--- src/hdl/bolsu_pkg.sv ---
// ----------------------------------------------------------------------------
// bolsu_pkg
// Shared types, constants and commutation tables for the BLDC open-loop
// startup sequencer.
// ----------------------------------------------------------------------------
package bolsu_pkg;

  // Width of the ramp period state (commutation timer width)
  localparam int unsigned TIMER_BITS    = 16;
  // Compare width wide enough for both the ramp and the 16-bit registers
  localparam int unsigned RAMP_CMP_BITS = (TIMER_BITS > 16) ? TIMER_BITS : 16;

  localparam int unsigned CFG_IDX_BITS  = 3;
  localparam int unsigned CFG_DATA_BITS = 16;

  // Register reset values
  localparam logic        REVERSE_RST    = 1'b0;
  localparam logic [15:0] START_PER_RST  = 16'd10000;
  localparam logic [15:0] MIN_PER_RST    = 16'd1000;
  localparam logic [15:0] PER_STEP_RST   = 16'd10;
  localparam logic [15:0] START_CMP_RST  = 16'd100;
  localparam logic [7:0]  CYC_CLOSE_RST  = 8'd10;

  // Sector bounds
  localparam logic [2:0] SECTOR_IDLE  = 3'd0;
  localparam logic [2:0] SECTOR_FIRST = 3'd1;
  localparam logic [2:0] SECTOR_LAST  = 3'd6;

  typedef enum logic [CFG_IDX_BITS-1:0] {
    CFG_REVERSE   = 3'd0,
    CFG_START_PER = 3'd1,
    CFG_MIN_PER   = 3'd2,
    CFG_PER_STEP  = 3'd3,
    CFG_START_CMP = 3'd4,
    CFG_CYC_CLOSE = 3'd5
  } cfg_idx_e;

  typedef enum logic [1:0] {
    PH_A    = 2'd0,
    PH_B    = 2'd1,
    PH_C    = 2'd2,
    PH_NONE = 2'd3
  } phase_e;

  typedef struct packed {
    logic        reverse;
    logic [15:0] start_period;
    logic [15:0] min_period;
    logic [15:0] period_step;
    logic [15:0] startup_compare;
    logic [7:0]  cycles_to_close;
  } cfg_t;

  typedef struct packed {
    logic [2:0]            sector;
    logic [TIMER_BITS-1:0] ramp;
    logic [7:0]            count;
    logic                  closed;
  } state_t;

  typedef struct packed {
    logic [2:0]  sector;
    logic [1:0]  high_phase;
    logic [1:0]  low_phase;
    logic        period_load;
    logic [15:0] period_value;
    logic        compare_load;
    logic [15:0] duty_compare;
    logic        closed_loop;
    logic        handover;
  } result_t;

  // High side driven with PWM per sector
  function automatic phase_e high_phase_f(logic [2:0] sec);
    phase_e ph;
    case (sec)
      3'd1, 3'd6: ph = PH_A;
      3'd2, 3'd3: ph = PH_B;
      3'd4, 3'd5: ph = PH_C;
      default:    ph = PH_NONE;
    endcase
    return ph;
  endfunction

  // Low side switched on per sector
  function automatic phase_e low_phase_f(logic [2:0] sec);
    phase_e ph;
    case (sec)
      3'd1, 3'd2: ph = PH_C;
      3'd3, 3'd4: ph = PH_A;
      3'd5, 3'd6: ph = PH_B;
      default:    ph = PH_NONE;
    endcase
    return ph;
  endfunction

endpackage

--- src/hdl/bolsu_ifs.sv ---
// ----------------------------------------------------------------------------
// bolsu channel interfaces
// Tick request, result and configuration write channels.
// ----------------------------------------------------------------------------

// Tick request channel
interface bolsu_tick_if;
  logic valid;
  logic ready;
  logic tick;

  modport source (output valid, output tick, input ready);
  modport sink   (input valid, input tick, output ready);
endinterface

// Result channel
interface bolsu_result_if;
  logic        valid;
  logic        ready;
  logic [2:0]  sector;
  logic [1:0]  high_phase;
  logic [1:0]  low_phase;
  logic        period_load;
  logic [15:0] period_value;
  logic        compare_load;
  logic [15:0] duty_compare;
  logic        closed_loop;
  logic        handover;

  modport source (
    output valid, output sector, output high_phase, output low_phase,
    output period_load, output period_value, output compare_load,
    output duty_compare, output closed_loop, output handover,
    input ready
  );
  modport sink (
    input valid, input sector, input high_phase, input low_phase,
    input period_load, input period_value, input compare_load,
    input duty_compare, input closed_loop, input handover,
    output ready
  );
endinterface

// Configuration write channel
interface bolsu_cfg_if;
  logic        valid;
  logic        ready;
  logic [2:0]  index;
  logic [15:0] data;

  modport source (output valid, output index, output data, input ready);
  modport sink   (input valid, input index, input data, output ready);
endinterface

--- src/hdl/bolsu_cfg_regs.sv ---
// ----------------------------------------------------------------------------
// bolsu_cfg_regs
// Configuration register file; flags start_period writes for the ramp load.
// ----------------------------------------------------------------------------
module bolsu_cfg_regs
  import bolsu_pkg::*;
(
  input  logic             clk_i,
  input  logic             rst_ni,
  bolsu_cfg_if.sink        cfg_i,
  output cfg_t             cfg_o,
  output logic             start_wr_o
);

  cfg_t cfg_q, cfg_d;
  logic wr_en;

  // Writes are always taken
  assign cfg_i.ready = 1'b1;
  assign wr_en       = cfg_i.valid;

  // Register decode
  always_comb begin
    cfg_d      = cfg_q;
    start_wr_o = 1'b0;
    if (wr_en) begin
      unique case (cfg_idx_e'(cfg_i.index))
        CFG_REVERSE:   cfg_d.reverse = cfg_i.data[0];
        CFG_START_PER: begin
          cfg_d.start_period = cfg_i.data;
          start_wr_o         = 1'b1;
        end
        CFG_MIN_PER:   cfg_d.min_period      = cfg_i.data;
        CFG_PER_STEP:  cfg_d.period_step     = cfg_i.data;
        CFG_START_CMP: cfg_d.startup_compare = cfg_i.data;
        CFG_CYC_CLOSE: cfg_d.cycles_to_close = cfg_i.data[7:0];
        default: ;  // unmapped index, ignored
      endcase
    end
  end

  always_ff @(posedge clk_i or negedge rst_ni) begin
    if (!rst_ni) begin
      cfg_q.reverse         <= REVERSE_RST;
      cfg_q.start_period    <= START_PER_RST;
      cfg_q.min_period      <= MIN_PER_RST;
      cfg_q.period_step     <= PER_STEP_RST;
      cfg_q.startup_compare <= START_CMP_RST;
      cfg_q.cycles_to_close <= CYC_CLOSE_RST;
    end else begin
      cfg_q <= cfg_d;
    end
  end

  assign cfg_o = cfg_q;

endmodule

--- src/hdl/bolsu_step.sv ---
// ----------------------------------------------------------------------------
// bolsu_step
// One commutation step: next sector, phase table, loads, ramp and close check.
// ----------------------------------------------------------------------------
module bolsu_step
  import bolsu_pkg::*;
(
  input  cfg_t    cfg_i,
  input  state_t  state_i,
  input  logic    tick_i,
  output state_t  state_o,
  output result_t result_o
);

  logic [2:0]               sec_n;
  logic                     pload;
  logic                     cload;
  logic                     cnt_inc;
  logic [7:0]               count_n;
  logic                     match;
  logic [RAMP_CMP_BITS-1:0] ramp_ext;
  logic [RAMP_CMP_BITS-1:0] min_ext;
  logic [RAMP_CMP_BITS-1:0] step_ext;
  logic [TIMER_BITS-1:0]    ramp_n;
  logic                     active;

  assign active = tick_i && !state_i.closed;

  // Sector advance with wrap; idle or invalid codes restart the sequence
  always_comb begin
    if (cfg_i.reverse) begin
      if (state_i.sector <= SECTOR_FIRST || state_i.sector > SECTOR_LAST) begin
        sec_n = SECTOR_LAST;
      end else begin
        sec_n = state_i.sector - 3'd1;
      end
    end else begin
      if (state_i.sector >= SECTOR_LAST) begin
        sec_n = SECTOR_FIRST;
      end else begin
        sec_n = state_i.sector + 3'd1;
      end
    end
  end

  // Per-sector loads and electrical cycle counting
  always_comb begin
    pload   = 1'b0;
    cload   = 1'b0;
    cnt_inc = 1'b0;
    case (sec_n)
      3'd1: pload = cfg_i.reverse;
      3'd2: begin
        pload = 1'b1;
        cload = !cfg_i.reverse;
      end
      3'd3: pload = 1'b1;
      3'd4: begin
        pload   = 1'b1;
        cnt_inc = cfg_i.reverse;
      end
      3'd5: begin
        pload   = 1'b1;
        cload   = cfg_i.reverse;
        cnt_inc = !cfg_i.reverse;
      end
      default: pload = !cfg_i.reverse;
    endcase
  end

  assign count_n = cnt_inc ? state_i.count + 8'd1 : state_i.count;
  assign match   = (count_n == cfg_i.cycles_to_close);

  // Period ramp, saturating at zero
  assign ramp_ext = RAMP_CMP_BITS'(state_i.ramp);
  assign min_ext  = RAMP_CMP_BITS'(cfg_i.min_period);
  assign step_ext = RAMP_CMP_BITS'(cfg_i.period_step);

  always_comb begin
    ramp_n = state_i.ramp;
    if (ramp_ext > min_ext) begin
      if (ramp_ext > step_ext) begin
        ramp_n = TIMER_BITS'(ramp_ext - step_ext);
      end else begin
        ramp_n = '0;
      end
    end
  end

  // Next state and result
  always_comb begin
    state_o               = state_i;
    result_o.sector       = state_i.sector;
    result_o.high_phase   = PH_NONE;
    result_o.low_phase    = PH_NONE;
    result_o.period_load  = 1'b0;
    result_o.period_value = ramp_ext[15:0];
    result_o.compare_load = 1'b0;
    result_o.duty_compare = '0;
    result_o.closed_loop  = state_i.closed;
    result_o.handover     = 1'b0;
    if (active) begin
      state_o.sector        = sec_n;
      state_o.ramp          = ramp_n;
      state_o.count         = count_n;
      state_o.closed        = match;
      result_o.sector       = sec_n;
      result_o.high_phase   = high_phase_f(sec_n);
      result_o.low_phase    = low_phase_f(sec_n);
      result_o.period_load  = pload;
      result_o.compare_load = cload;
      result_o.duty_compare = cload ? cfg_i.startup_compare : 16'd0;
      result_o.closed_loop  = match;
      result_o.handover     = match;
    end
  end

endmodule

--- src/hdl/bldc_open_loop_startup_core.sv ---
// ----------------------------------------------------------------------------
// bldc_open_loop_startup_core
// Six-step BLDC open-loop startup sequencer: steps the commutation sector per
// timer tick, ramps the period down and hands over to closed loop.
//
//   channel  dir  payload                                   accept
//   cfg_i    in   index[2:0], data[15:0]                    valid & ready
//   req_i    in   tick                                      valid & ready
//   res_o    out  sector, phases, loads, period, duty, flags valid & ready
//
// One request per cycle sustained while results are taken; a result passes
// through the input register, then the step logic into the result register.
// The step logic reads and writes the sequencer state in the same cycle, so
// back-to-back requests chain through it without bubbles.
// Reset returns the sequencer state to idle with the ramp at the start period default and loads the register defaults.
// A stalled result holds in its register; the input stage fills behind it and
// frees up in the cycle the result is taken.
// ----------------------------------------------------------------------------
module bldc_open_loop_startup_core
  import bolsu_pkg::*;
(
  input  logic             clk_i,
  input  logic             rst_ni,
  bolsu_cfg_if.sink        cfg_i,
  bolsu_tick_if.sink       req_i,
  bolsu_result_if.source   res_o
);

  localparam logic [TIMER_BITS-1:0] RAMP_RST = TIMER_BITS'(START_PER_RST);

  cfg_t    cfg;
  logic    start_wr;
  state_t  state_q, state_d, step_state;
  result_t step_res;
  result_t res_q;
  logic    res_valid_q;
  logic    in_valid_q;
  logic    in_tick_q;
  logic    res_free;
  logic    in_adv;

  // Configuration registers
  bolsu_cfg_regs u_cfg (
    .clk_i      (clk_i),
    .rst_ni     (rst_ni),
    .cfg_i      (cfg_i),
    .cfg_o      (cfg),
    .start_wr_o (start_wr)
  );

  // Step logic
  bolsu_step u_step (
    .cfg_i    (cfg),
    .state_i  (state_q),
    .tick_i   (in_tick_q),
    .state_o  (step_state),
    .result_o (step_res)
  );

  // Handshake
  assign res_free    = !res_valid_q || res_o.ready;
  assign in_adv      = in_valid_q && res_free;
  assign req_i.ready = !in_valid_q || res_free;

  // Input register
  always_ff @(posedge clk_i or negedge rst_ni) begin
    if (!rst_ni) begin
      in_valid_q <= 1'b0;
    end else if (req_i.ready) begin
      in_valid_q <= req_i.valid;
    end
  end

  always_ff @(posedge clk_i) begin
    if (req_i.ready && req_i.valid) begin
      in_tick_q <= req_i.tick;
    end
  end

  // Sequencer state; a start_period write reloads the ramp before startup
  always_comb begin
    state_d = state_q;
    if (in_adv) begin
      state_d = step_state;
    end else if (start_wr && state_q.sector == SECTOR_IDLE && !state_q.closed) begin
      state_d.ramp = TIMER_BITS'(cfg_i.data);
    end
  end

  always_ff @(posedge clk_i or negedge rst_ni) begin
    if (!rst_ni) begin
      state_q.sector <= SECTOR_IDLE;
      state_q.ramp   <= RAMP_RST;
      state_q.count  <= '0;
      state_q.closed <= 1'b0;
    end else begin
      state_q <= state_d;
    end
  end

  // Result register
  always_ff @(posedge clk_i or negedge rst_ni) begin
    if (!rst_ni) begin
      res_valid_q <= 1'b0;
    end else if (res_free) begin
      res_valid_q <= in_valid_q;
    end
  end

  always_ff @(posedge clk_i) begin
    if (in_adv) begin
      res_q <= step_res;
    end
  end

  assign res_o.valid        = res_valid_q;
  assign res_o.sector       = res_q.sector;
  assign res_o.high_phase   = res_q.high_phase;
  assign res_o.low_phase    = res_q.low_phase;
  assign res_o.period_load  = res_q.period_load;
  assign res_o.period_value = res_q.period_value;
  assign res_o.compare_load = res_q.compare_load;
  assign res_o.duty_compare = res_q.duty_compare;
  assign res_o.closed_loop  = res_q.closed_loop;
  assign res_o.handover     = res_q.handover;

  // Closed loop is sticky until reset
  a_closed_sticky: assert property (
    @(posedge clk_i) disable iff (!rst_ni) $past(state_q.closed) |-> state_q.closed
  ) else $error("closed-loop flag dropped");

  // A handover result always reports closed loop
  a_handover_closed: assert property (
    @(posedge clk_i) disable iff (!rst_ni)
      res_valid_q && res_q.handover |-> res_q.closed_loop
  ) else $error("handover without closed loop");

  // A compare load only happens on a sector that also reloads the period
  a_cload_pload: assert property (
    @(posedge clk_i) disable iff (!rst_ni)
      res_valid_q && res_q.compare_load |-> res_q.period_load
  ) else $error("compare load without period load");

  // Empty input stage never stalls a request
  a_in_ready: assert property (
    @(posedge clk_i) disable iff (!rst_ni) !in_valid_q |-> req_i.ready
  ) else $error("input stage empty but not ready");

endmodule

--- src/flat_wrapper.sv ---
// flat-port wrapper written by rule: the top's interface ports become plain ports
module bldc_open_loop_startup_core_flat import bolsu_pkg::*;
  (clk_i, rst_ni, cfg_i_valid, cfg_i_index, cfg_i_data, cfg_i_ready, req_i_valid, req_i_tick, req_i_ready, res_o_valid, res_o_sector, res_o_high_phase, res_o_low_phase, res_o_period_load, res_o_period_value, res_o_compare_load, res_o_duty_compare, res_o_closed_loop, res_o_handover, res_o_ready);
  bolsu_cfg_if cfg_i_i ();
  bolsu_tick_if req_i_i ();
  bolsu_result_if res_o_i ();
  input  logic clk_i;
  input  logic rst_ni;
  input wire logic [$bits(cfg_i_i.valid)-1:0] cfg_i_valid;
  input wire logic [$bits(cfg_i_i.index)-1:0] cfg_i_index;
  input wire logic [$bits(cfg_i_i.data)-1:0] cfg_i_data;
  output wire logic [$bits(cfg_i_i.ready)-1:0] cfg_i_ready;
  input wire logic [$bits(req_i_i.valid)-1:0] req_i_valid;
  input wire logic [$bits(req_i_i.tick)-1:0] req_i_tick;
  output wire logic [$bits(req_i_i.ready)-1:0] req_i_ready;
  output wire logic [$bits(res_o_i.valid)-1:0] res_o_valid;
  output wire logic [$bits(res_o_i.sector)-1:0] res_o_sector;
  output wire logic [$bits(res_o_i.high_phase)-1:0] res_o_high_phase;
  output wire logic [$bits(res_o_i.low_phase)-1:0] res_o_low_phase;
  output wire logic [$bits(res_o_i.period_load)-1:0] res_o_period_load;
  output wire logic [$bits(res_o_i.period_value)-1:0] res_o_period_value;
  output wire logic [$bits(res_o_i.compare_load)-1:0] res_o_compare_load;
  output wire logic [$bits(res_o_i.duty_compare)-1:0] res_o_duty_compare;
  output wire logic [$bits(res_o_i.closed_loop)-1:0] res_o_closed_loop;
  output wire logic [$bits(res_o_i.handover)-1:0] res_o_handover;
  input wire logic [$bits(res_o_i.ready)-1:0] res_o_ready;
  assign cfg_i_i.valid = cfg_i_valid;
  assign cfg_i_i.index = cfg_i_index;
  assign cfg_i_i.data = cfg_i_data;
  assign cfg_i_ready = cfg_i_i.ready;
  assign req_i_i.valid = req_i_valid;
  assign req_i_i.tick = req_i_tick;
  assign req_i_ready = req_i_i.ready;
  assign res_o_valid = res_o_i.valid;
  assign res_o_sector = res_o_i.sector;
  assign res_o_high_phase = res_o_i.high_phase;
  assign res_o_low_phase = res_o_i.low_phase;
  assign res_o_period_load = res_o_i.period_load;
  assign res_o_period_value = res_o_i.period_value;
  assign res_o_compare_load = res_o_i.compare_load;
  assign res_o_duty_compare = res_o_i.duty_compare;
  assign res_o_closed_loop = res_o_i.closed_loop;
  assign res_o_handover = res_o_i.handover;
  assign res_o_i.ready = res_o_ready;
  bldc_open_loop_startup_core u_core (.clk_i(clk_i), .rst_ni(rst_ni), .cfg_i(cfg_i_i), .req_i(req_i_i), .res_o(res_o_i));
endmodule
--- config.mk ---
export PLATFORM = sky130hd
export DESIGN_NAME = bldc_open_loop_startup_core_flat
export DESIGN_NICKNAME = d
export VERILOG_FILES = /design/src/hdl/bolsu_pkg.sv /design/src/hdl/bolsu_ifs.sv /design/src/hdl/bolsu_cfg_regs.sv /design/src/hdl/bolsu_step.sv /design/src/hdl/bldc_open_loop_startup_core.sv /design/src/flat_wrapper.sv
export SDC_FILE = /design/constraint.sdc
export NUM_CORES = 1
export LEC_CHECK = 0
export ABC_AREA = 0
export ABC_CLOCK_PERIOD_IN_PS = 2850
export BUFFER_PORTS_ARGS = -buffer_cell sky130_fd_sc_hd__buf_2
export CORE_UTILIZATION = 25
export DETAILED_ROUTE_END_ITERATION = 16
export PLACE_DENSITY = 0.42
export SKIP_CTS_REPAIR_TIMING = 1
export SLEW_MARGIN = 25
export SYNTH_ARGS = -nofsm -noshare
export SYNTH_HDL_FRONTEND = slang
export SYNTH_SLANG_ARGS = --single-unit
--- constraint.sdc ---
create_clock -name clk_i -period 2.85 [get_ports clk_i]
set_input_delay 0.57 -clock clk_i [delete_from_list [all_inputs] [get_ports clk_i]]
set_output_delay 0.57 -clock clk_i [all_outputs]
set_load 0.005 [all_outputs]
# Word-level counts from Yosys, hierarchy flattened
# Cells that the tools add are included.
dict set report classes {
  addsub 4
  n_lt_le_gt_ge 5
  n_eq_ne 14
  n_mux 18
  reduce_logical 30
}
# op count
set op_table {}
lappend op_table {{2-to-1 mux 16 bit} 4}
lappend op_table {{greater-than comparator 16 bit} 2}
lappend op_table {{2-to-1 mux 25 bit} 1}
lappend op_table {{2-to-1 mux 8 bit} 2}
lappend op_table {{subtractor 16 bit} 1}
lappend op_table {{equality test 3 bit, second input constant} 5}
lappend op_table {{AND reduction 2 bit} 7}
lappend op_table {{equality test 3 x 2 -> 1 bit, second input constant} 4}
lappend op_table {{one-hot mux 2 bit (3 select lines)} 2}
lappend op_table {{OR reduction 2 bit} 6}
lappend op_table {{2-to-1 mux 3 bit} 3}
lappend op_table {{adder 8 x 1 -> 8 bit, second input constant} 1}
lappend op_table {{equality test 8 bit} 1}
lappend op_table {{equality test 3 x 1 -> 1 bit, second input constant} 2}
lappend op_table {{zero test 3 bit} 2}
lappend op_table {{one-hot mux 1 bit (2 select lines)} 3}
lappend op_table {{logical AND 1 bit} 5}
lappend op_table {{zero test 1 bit} 4}
lappend op_table {{!= test 2 bit, second input constant} 2}
lappend op_table {{OR reduction 4 bit} 1}
lappend op_table {{adder 3 x 1 -> 3 bit, second input constant} 1}
lappend op_table {{greater-or-equal comparator 3 bit, second input constant} 1}
lappend op_table {{greater-than comparator 3 bit, second input constant} 1}
lappend op_table {{<= comparator 3 x 1 -> 1 bit, second input constant} 1}
lappend op_table {{other kinds (6)} 9}
dict set report word_totals {
  register_bits 131
  input_bits 25
  wordCells 92
}

# Depth between registers and ports, before layout
dict set report logic_depth {
  depth_word 10
  ltp_mapped 13
}

# Cells and area by module
# A second synthesis with hierarchy kept.
dict set report unflattened {
  hier_cells 709
  hier_area_um2 8311.7
}
# mod instances cells_per_inst area_per_inst_um2 seq_area_each_um2
set modules_own_cells {}
lappend modules_own_cells {bolsu_cfg_regs 1 161 2949.1 1849.3}
lappend modules_own_cells {bldc_open_loop_startup_core 1 155 2726.4 2078.2}
lappend modules_own_cells {bolsu_step 1 393 2636.3 0.0}

# Worst setup path before layout
# OpenSTA, ideal clock, no wires.
dict set report synth_path {
  path_kind {input to register}
  start {in res_o_ready}
  end {reg u_core.state_q[18] (netlist name)}
  setup_ns 0.073
  arrival_ns 3.082
  required_time_ns 2.777
  path_slack_ns -0.305
  path_stages 9
  path_buffers 1
  cell_sequence {nand2b_1 -> nand2_1 -> inv_1 -> nand2_1 -> nor3_1 -> a21boi_1 -> buf_2 -> a22oi_1 -> a21oi_1}
}
dict set report synth_between {
  elab_chain_cells 4
}
# item line
set synth_rtl {}
lappend synth_rtl {{start: declaration} flat_wrapper.sv:26} ;# input wire logic [$bits(res_o_i.ready)-1:0] res_o_ready;
lappend synth_rtl {{logical OR 1 bit (*)} bldc_open_loop_startup_core.sv:61} ;# assign res_free = !res_valid_q || res_o.ready;
lappend synth_rtl {{logical AND 1 bit (*)} bldc_open_loop_startup_core.sv:62} ;# assign in_adv = in_valid_q && res_free;
lappend synth_rtl {{named net u_core.in_adv} bldc_open_loop_startup_core.sv:40} ;# logic in_adv;
lappend synth_rtl {{!= test 2 bit (no line) or nonzero test 2 bit (tied branches)} --}
lappend synth_rtl {{AND reduction 3 bit (no line)} --}
lappend synth_rtl {{end signal: assignment} bldc_open_loop_startup_core.sv:97} ;# state_q <= state_d;
lappend synth_rtl {{end: declaration} bldc_open_loop_startup_core.sv:33} ;# state_t state_q, state_d, step_state;
# Mark *: on every way through the listed nets, which the timed path passes. The rest lies on a longest branch.
# A chain may end at the register's enable or synchronous reset.

# Worst setup path in the final report
dict set report layout_path {
  start {reg u_core.state_q[9] (netlist name)}
  end {reg u_core.state_q[23] (netlist name)}
}
dict set report layout_between {
  elab_chain_cells 5
}
# item line
set layout_rtl {}
lappend layout_rtl {{subtractor 16 bit or greater-than comparator 16 bit (tied branches)} {bolsu_step.sv:83, bolsu_step.sv:82}}
lappend layout_rtl {{2-to-1 mux 16 bit} bolsu_step.sv:82} ;# if (ramp_ext > step_ext) begin
lappend layout_rtl {{2-to-1 mux 16 bit} bolsu_step.sv:81} ;# if (ramp_ext > min_ext) begin
lappend layout_rtl {{2-to-1 mux 25 bit} bolsu_step.sv:102} ;# if (active) begin
lappend layout_rtl {{2-to-1 mux 16 bit} bldc_open_loop_startup_core.sv:83} ;# if (in_adv) begin
# Parallel ways exist; a longest one is shown, timed or not. The select of a mux whose other input is x is not followed.

==> results.md <==
- Synthesized flop and latch total: 131
- Final WS setup: 0.157 ns
- # rows: 60
- Worst-case clock buffer depth: 2
- DP HPWL: 13.4 mm
- Initial DRT Pass Iterations: 7
- Pre-CTS setup slack: 0.0386 ns
- Vias in the first global route: around 5,100
- Avg WL per Cell: between 15 and 20 um
- Placed instance area: just under 8000 um2
- Post-synth EDFFs: 44
- WP data required: 3.14 ns
- Switch Pwr: 0.00312 W
- Worst Tran Pin Value: approximately 0.53 ns
- Setup violations, final: 0
- Data arrival, critical path: 2.99 ns
- Comb pwr share: 0.403
- Vias per std cell: between 4 and 5
- Clock latency on the worst-skew pair: 0.42 ns
- Max stage delay on crit path: about 0.40 ns
- Final instance area: between 8000 and 9000 um2
- Synth Cell Area: 6860 um2
- Switching Fraction: 0.369
- Flop pwr share: 0.340
- Synth Area per Inst: roughly 11 um2
- Clock Skews: 0.00952 ns
- CP max FO: 3
- Min-Delay Path Class: in2async
- Final period util: 0.945
- WL final: 18.4 mm
- Fmax: 371 MHz
- Max Cap Viol: 0
- Synth top area cells: dfrtp_1 25%, edfxtp_1 19%, mux2_2 7.4%
- Routability congestion estimate: 0.827
- Root Driver: clkbuf_16
- Met3 GRT Util: 0.0307
- Total of warnings raised by yosys: 0
- Die Ht: about 170 um
- RSZ-0062 raised after global routing: yes
- Clock tree from TritonCTS: done
- DRT iter0 DRCs: 252
- P per Cell Area: 1010 nW/um2
- Met1 Use GR: 0.179
- Top post-synthesis cells by count: 69 x dfrtp_1, 58 x nand2_1, 45 x mux2_2, 44 x edfxtp_1, 44 x inv_1
- H-tree Lvls: 4
- Global route hottest layer: met2
- Reg2reg path depth: 13
- All-Layer GR Usage: 0.136
- Int Power: 0.00533 W
- First-pass GRT wire length: 29.0 mm
- Routed Antenna Nets: 0
- Worst VDD drop: 0.000409 V
- Slowest-stage cell, CP: dfrtp_1
- Layout cells sized above 1: 0.290
- CP Cell Sequence: inv_1, ha_1, inv_1, fa_1, nand3_1, a21oi_1, a31oi_1, o21ai_1, buf_4, a21o_1, a211o_1, a32oi_1, a21oi_1
- Number of CTS-inserted buffers: 17
- Top_reg_cell synth: dfrtp_1
- # nets final: between 700 and 800
- DRC violations left: 0
- Die X: 168 um
- Clock power frac: 0.256
- Synth top area share: 0.252
- Async S/R FF share, synth: 0.664
- Core area: ~27,000 um2
- Port bufs: 69
- GR Overflow Total: 0
- Startpoint Class: register
- Mapped Cells: 624
- Max-slew violation count: 0
- P_leak: 3.58 nW
- Status: finished clean
- Distinct cells, synth: 65
- Vias: roughly 5,000
- Initial Util: 0.255
- Worst-path clk slew: 0.06 ns
- Kind of critical path: reg2reg
- Syn-to-layout area delta: 22.6%
- I/O pin total: 71
- Cell taking the most area after synthesis: dfrtp_1
- TritonCTS Sinks: 131
- Met2 Use GR: 0.227
- Largest net degree at the start of global routing: between 40 and 50
- Min Clock Period, post-route: 2.69 ns
- Most common cell in the netlist: dfrtp_1
- Final Hold Viols: 0
- Slew HR: 0.641
- Crit end category: register
- Die ar.: 28,100 um2
- Initial antenna violation count: 0
- Syn_nets: 688
- Sequential fraction of the synthesis area: 0.513
-- cell usage in the layout (no fill, tap or decap), types with 4 or more instances in the layout --
cell type	Yosys	routed
xnor2_1	22	22
nand3_1	7	7
nand4_1	10	10
mux2_2	45	45
edfxtp_1	44	44
nand2b_1	8	8
a21o_1	10	10
clkbuf_16	0	17
a22oi_1	15	14
a21oi_1	38	36
nor2_1	32	32
clkinvlp_4	0	4
o211ai_1	4	4
o21ai_0	32	32
or3_1	4	4
dfrtp_1	69	69
nand2_1	58	58
ha_1	38	36
dfstp_2	18	18
nand3b_1	4	4
xor2_1	8	8
inv_1	44	43
o21ai_1	4	4
o21a_1	6	6
and2_1	21	21
clkinv_4	0	4
buf_4	2	26
buf_2	4	68
-- worst max-delay path: cells and delay by family, from the launching register on --
family	cells	cell delay [ns]
compound gates	7	1.18
fa+ha+maj	2	0.58
buf+inv	3	0.31
flops	1	0.40
simple gates	1	0.11
-- metrics by stage --
stage	cells	utilization	setup TNS [ns]	total power, W	hold WS (ns)
2_1_floorplan	624	-	0	0.00519	0.274
3_3_place_gp	1039	0.288	0	0.00618	0.457
3_5_place_dp	1039	0.288	0	0.00621	0.481
4_1_cts	1071	0.310	0	0.00845	0.0666
5_1_grt	1072	0.312	-0.00608	0.00909	0.0774
6_report	1073	0.312	0	0.00846	0.0720
-- metal layers --
layer,vias to the layer above,wire length [um]
li1,2430,-
met4,0,90
met2,108,8850
met5,-,0
met1,2489,8850
met3,8,618
-- power groups by stage --
stage / Sequential, W / Combinational (W) / Clock, W
floorplan: 0.00279 / 0.00241 / 0
global placement: 0.00290 / 0.00328 / 0
detailed placement: 0.00291 / 0.00330 / 0
CTS: 0.00288 / 0.00332 / 0.00224
global route: 0.00294 / 0.00383 / 0.00232
finish: 0.00288 / 0.00341 / 0.00217
-- area by class of cell --
cell class	instances	area (um2)
tap	341	427
sequential	131	3520
clock buffer	17	425
fill	2755	18500
inverter	44	169
multi-input combinational	429	3150
antenna	1	2.50
timing repair buffer	95	556
clock inverter	15	159
-- final timing paths --
| check | startpoint | end | slack [ns] |
|---|---|---|---|
| worst min-delay path | rst_ni | u_core.u_cfg.cfg_o[17] | 0.07 |
| worst max register to register | u_core.state_q[9] | u_core.state_q[23] | 0.16 |
| min in group clk_i | req_i_tick | u_core.in_tick_q | 0.33 |
| worst min register to register | u_core.state_q[9] | u_core.res_o.period_value[0] | 0.49 |
| max in group asynchronous | rst_ni | u_core.u_cfg.cfg_o[27] | 2.09 |
| worst max-delay path | u_core.state_q[9] | u_core.state_q[23] | 0.16 |
-- cells by family after synthesis --
group	share of synthesized area
and+or+nand+nor	0.127
AOI/OAI and AO/OA	0.131
DFF	0.513
buffers and inverters	0.0396
muxes	0.0783
adders and majority gates	0.0722
xor gates and xnor gates	0.0383
other	0.000547
-- registers in the layout, summed over array words and instances (netlist names), 2 cells and up --
name	cells
u_core.u_cfg.cfg_o	57
u_core.state_q	28
u_core.res_o.duty_compare	16
u_core.res_o.period_value	16
u_core.res_o.sector	3
u_core.res_o.high_phase	2
u_core.res_o.low_phase	2
Note: power is estimated with default switching activity, not from simulation.
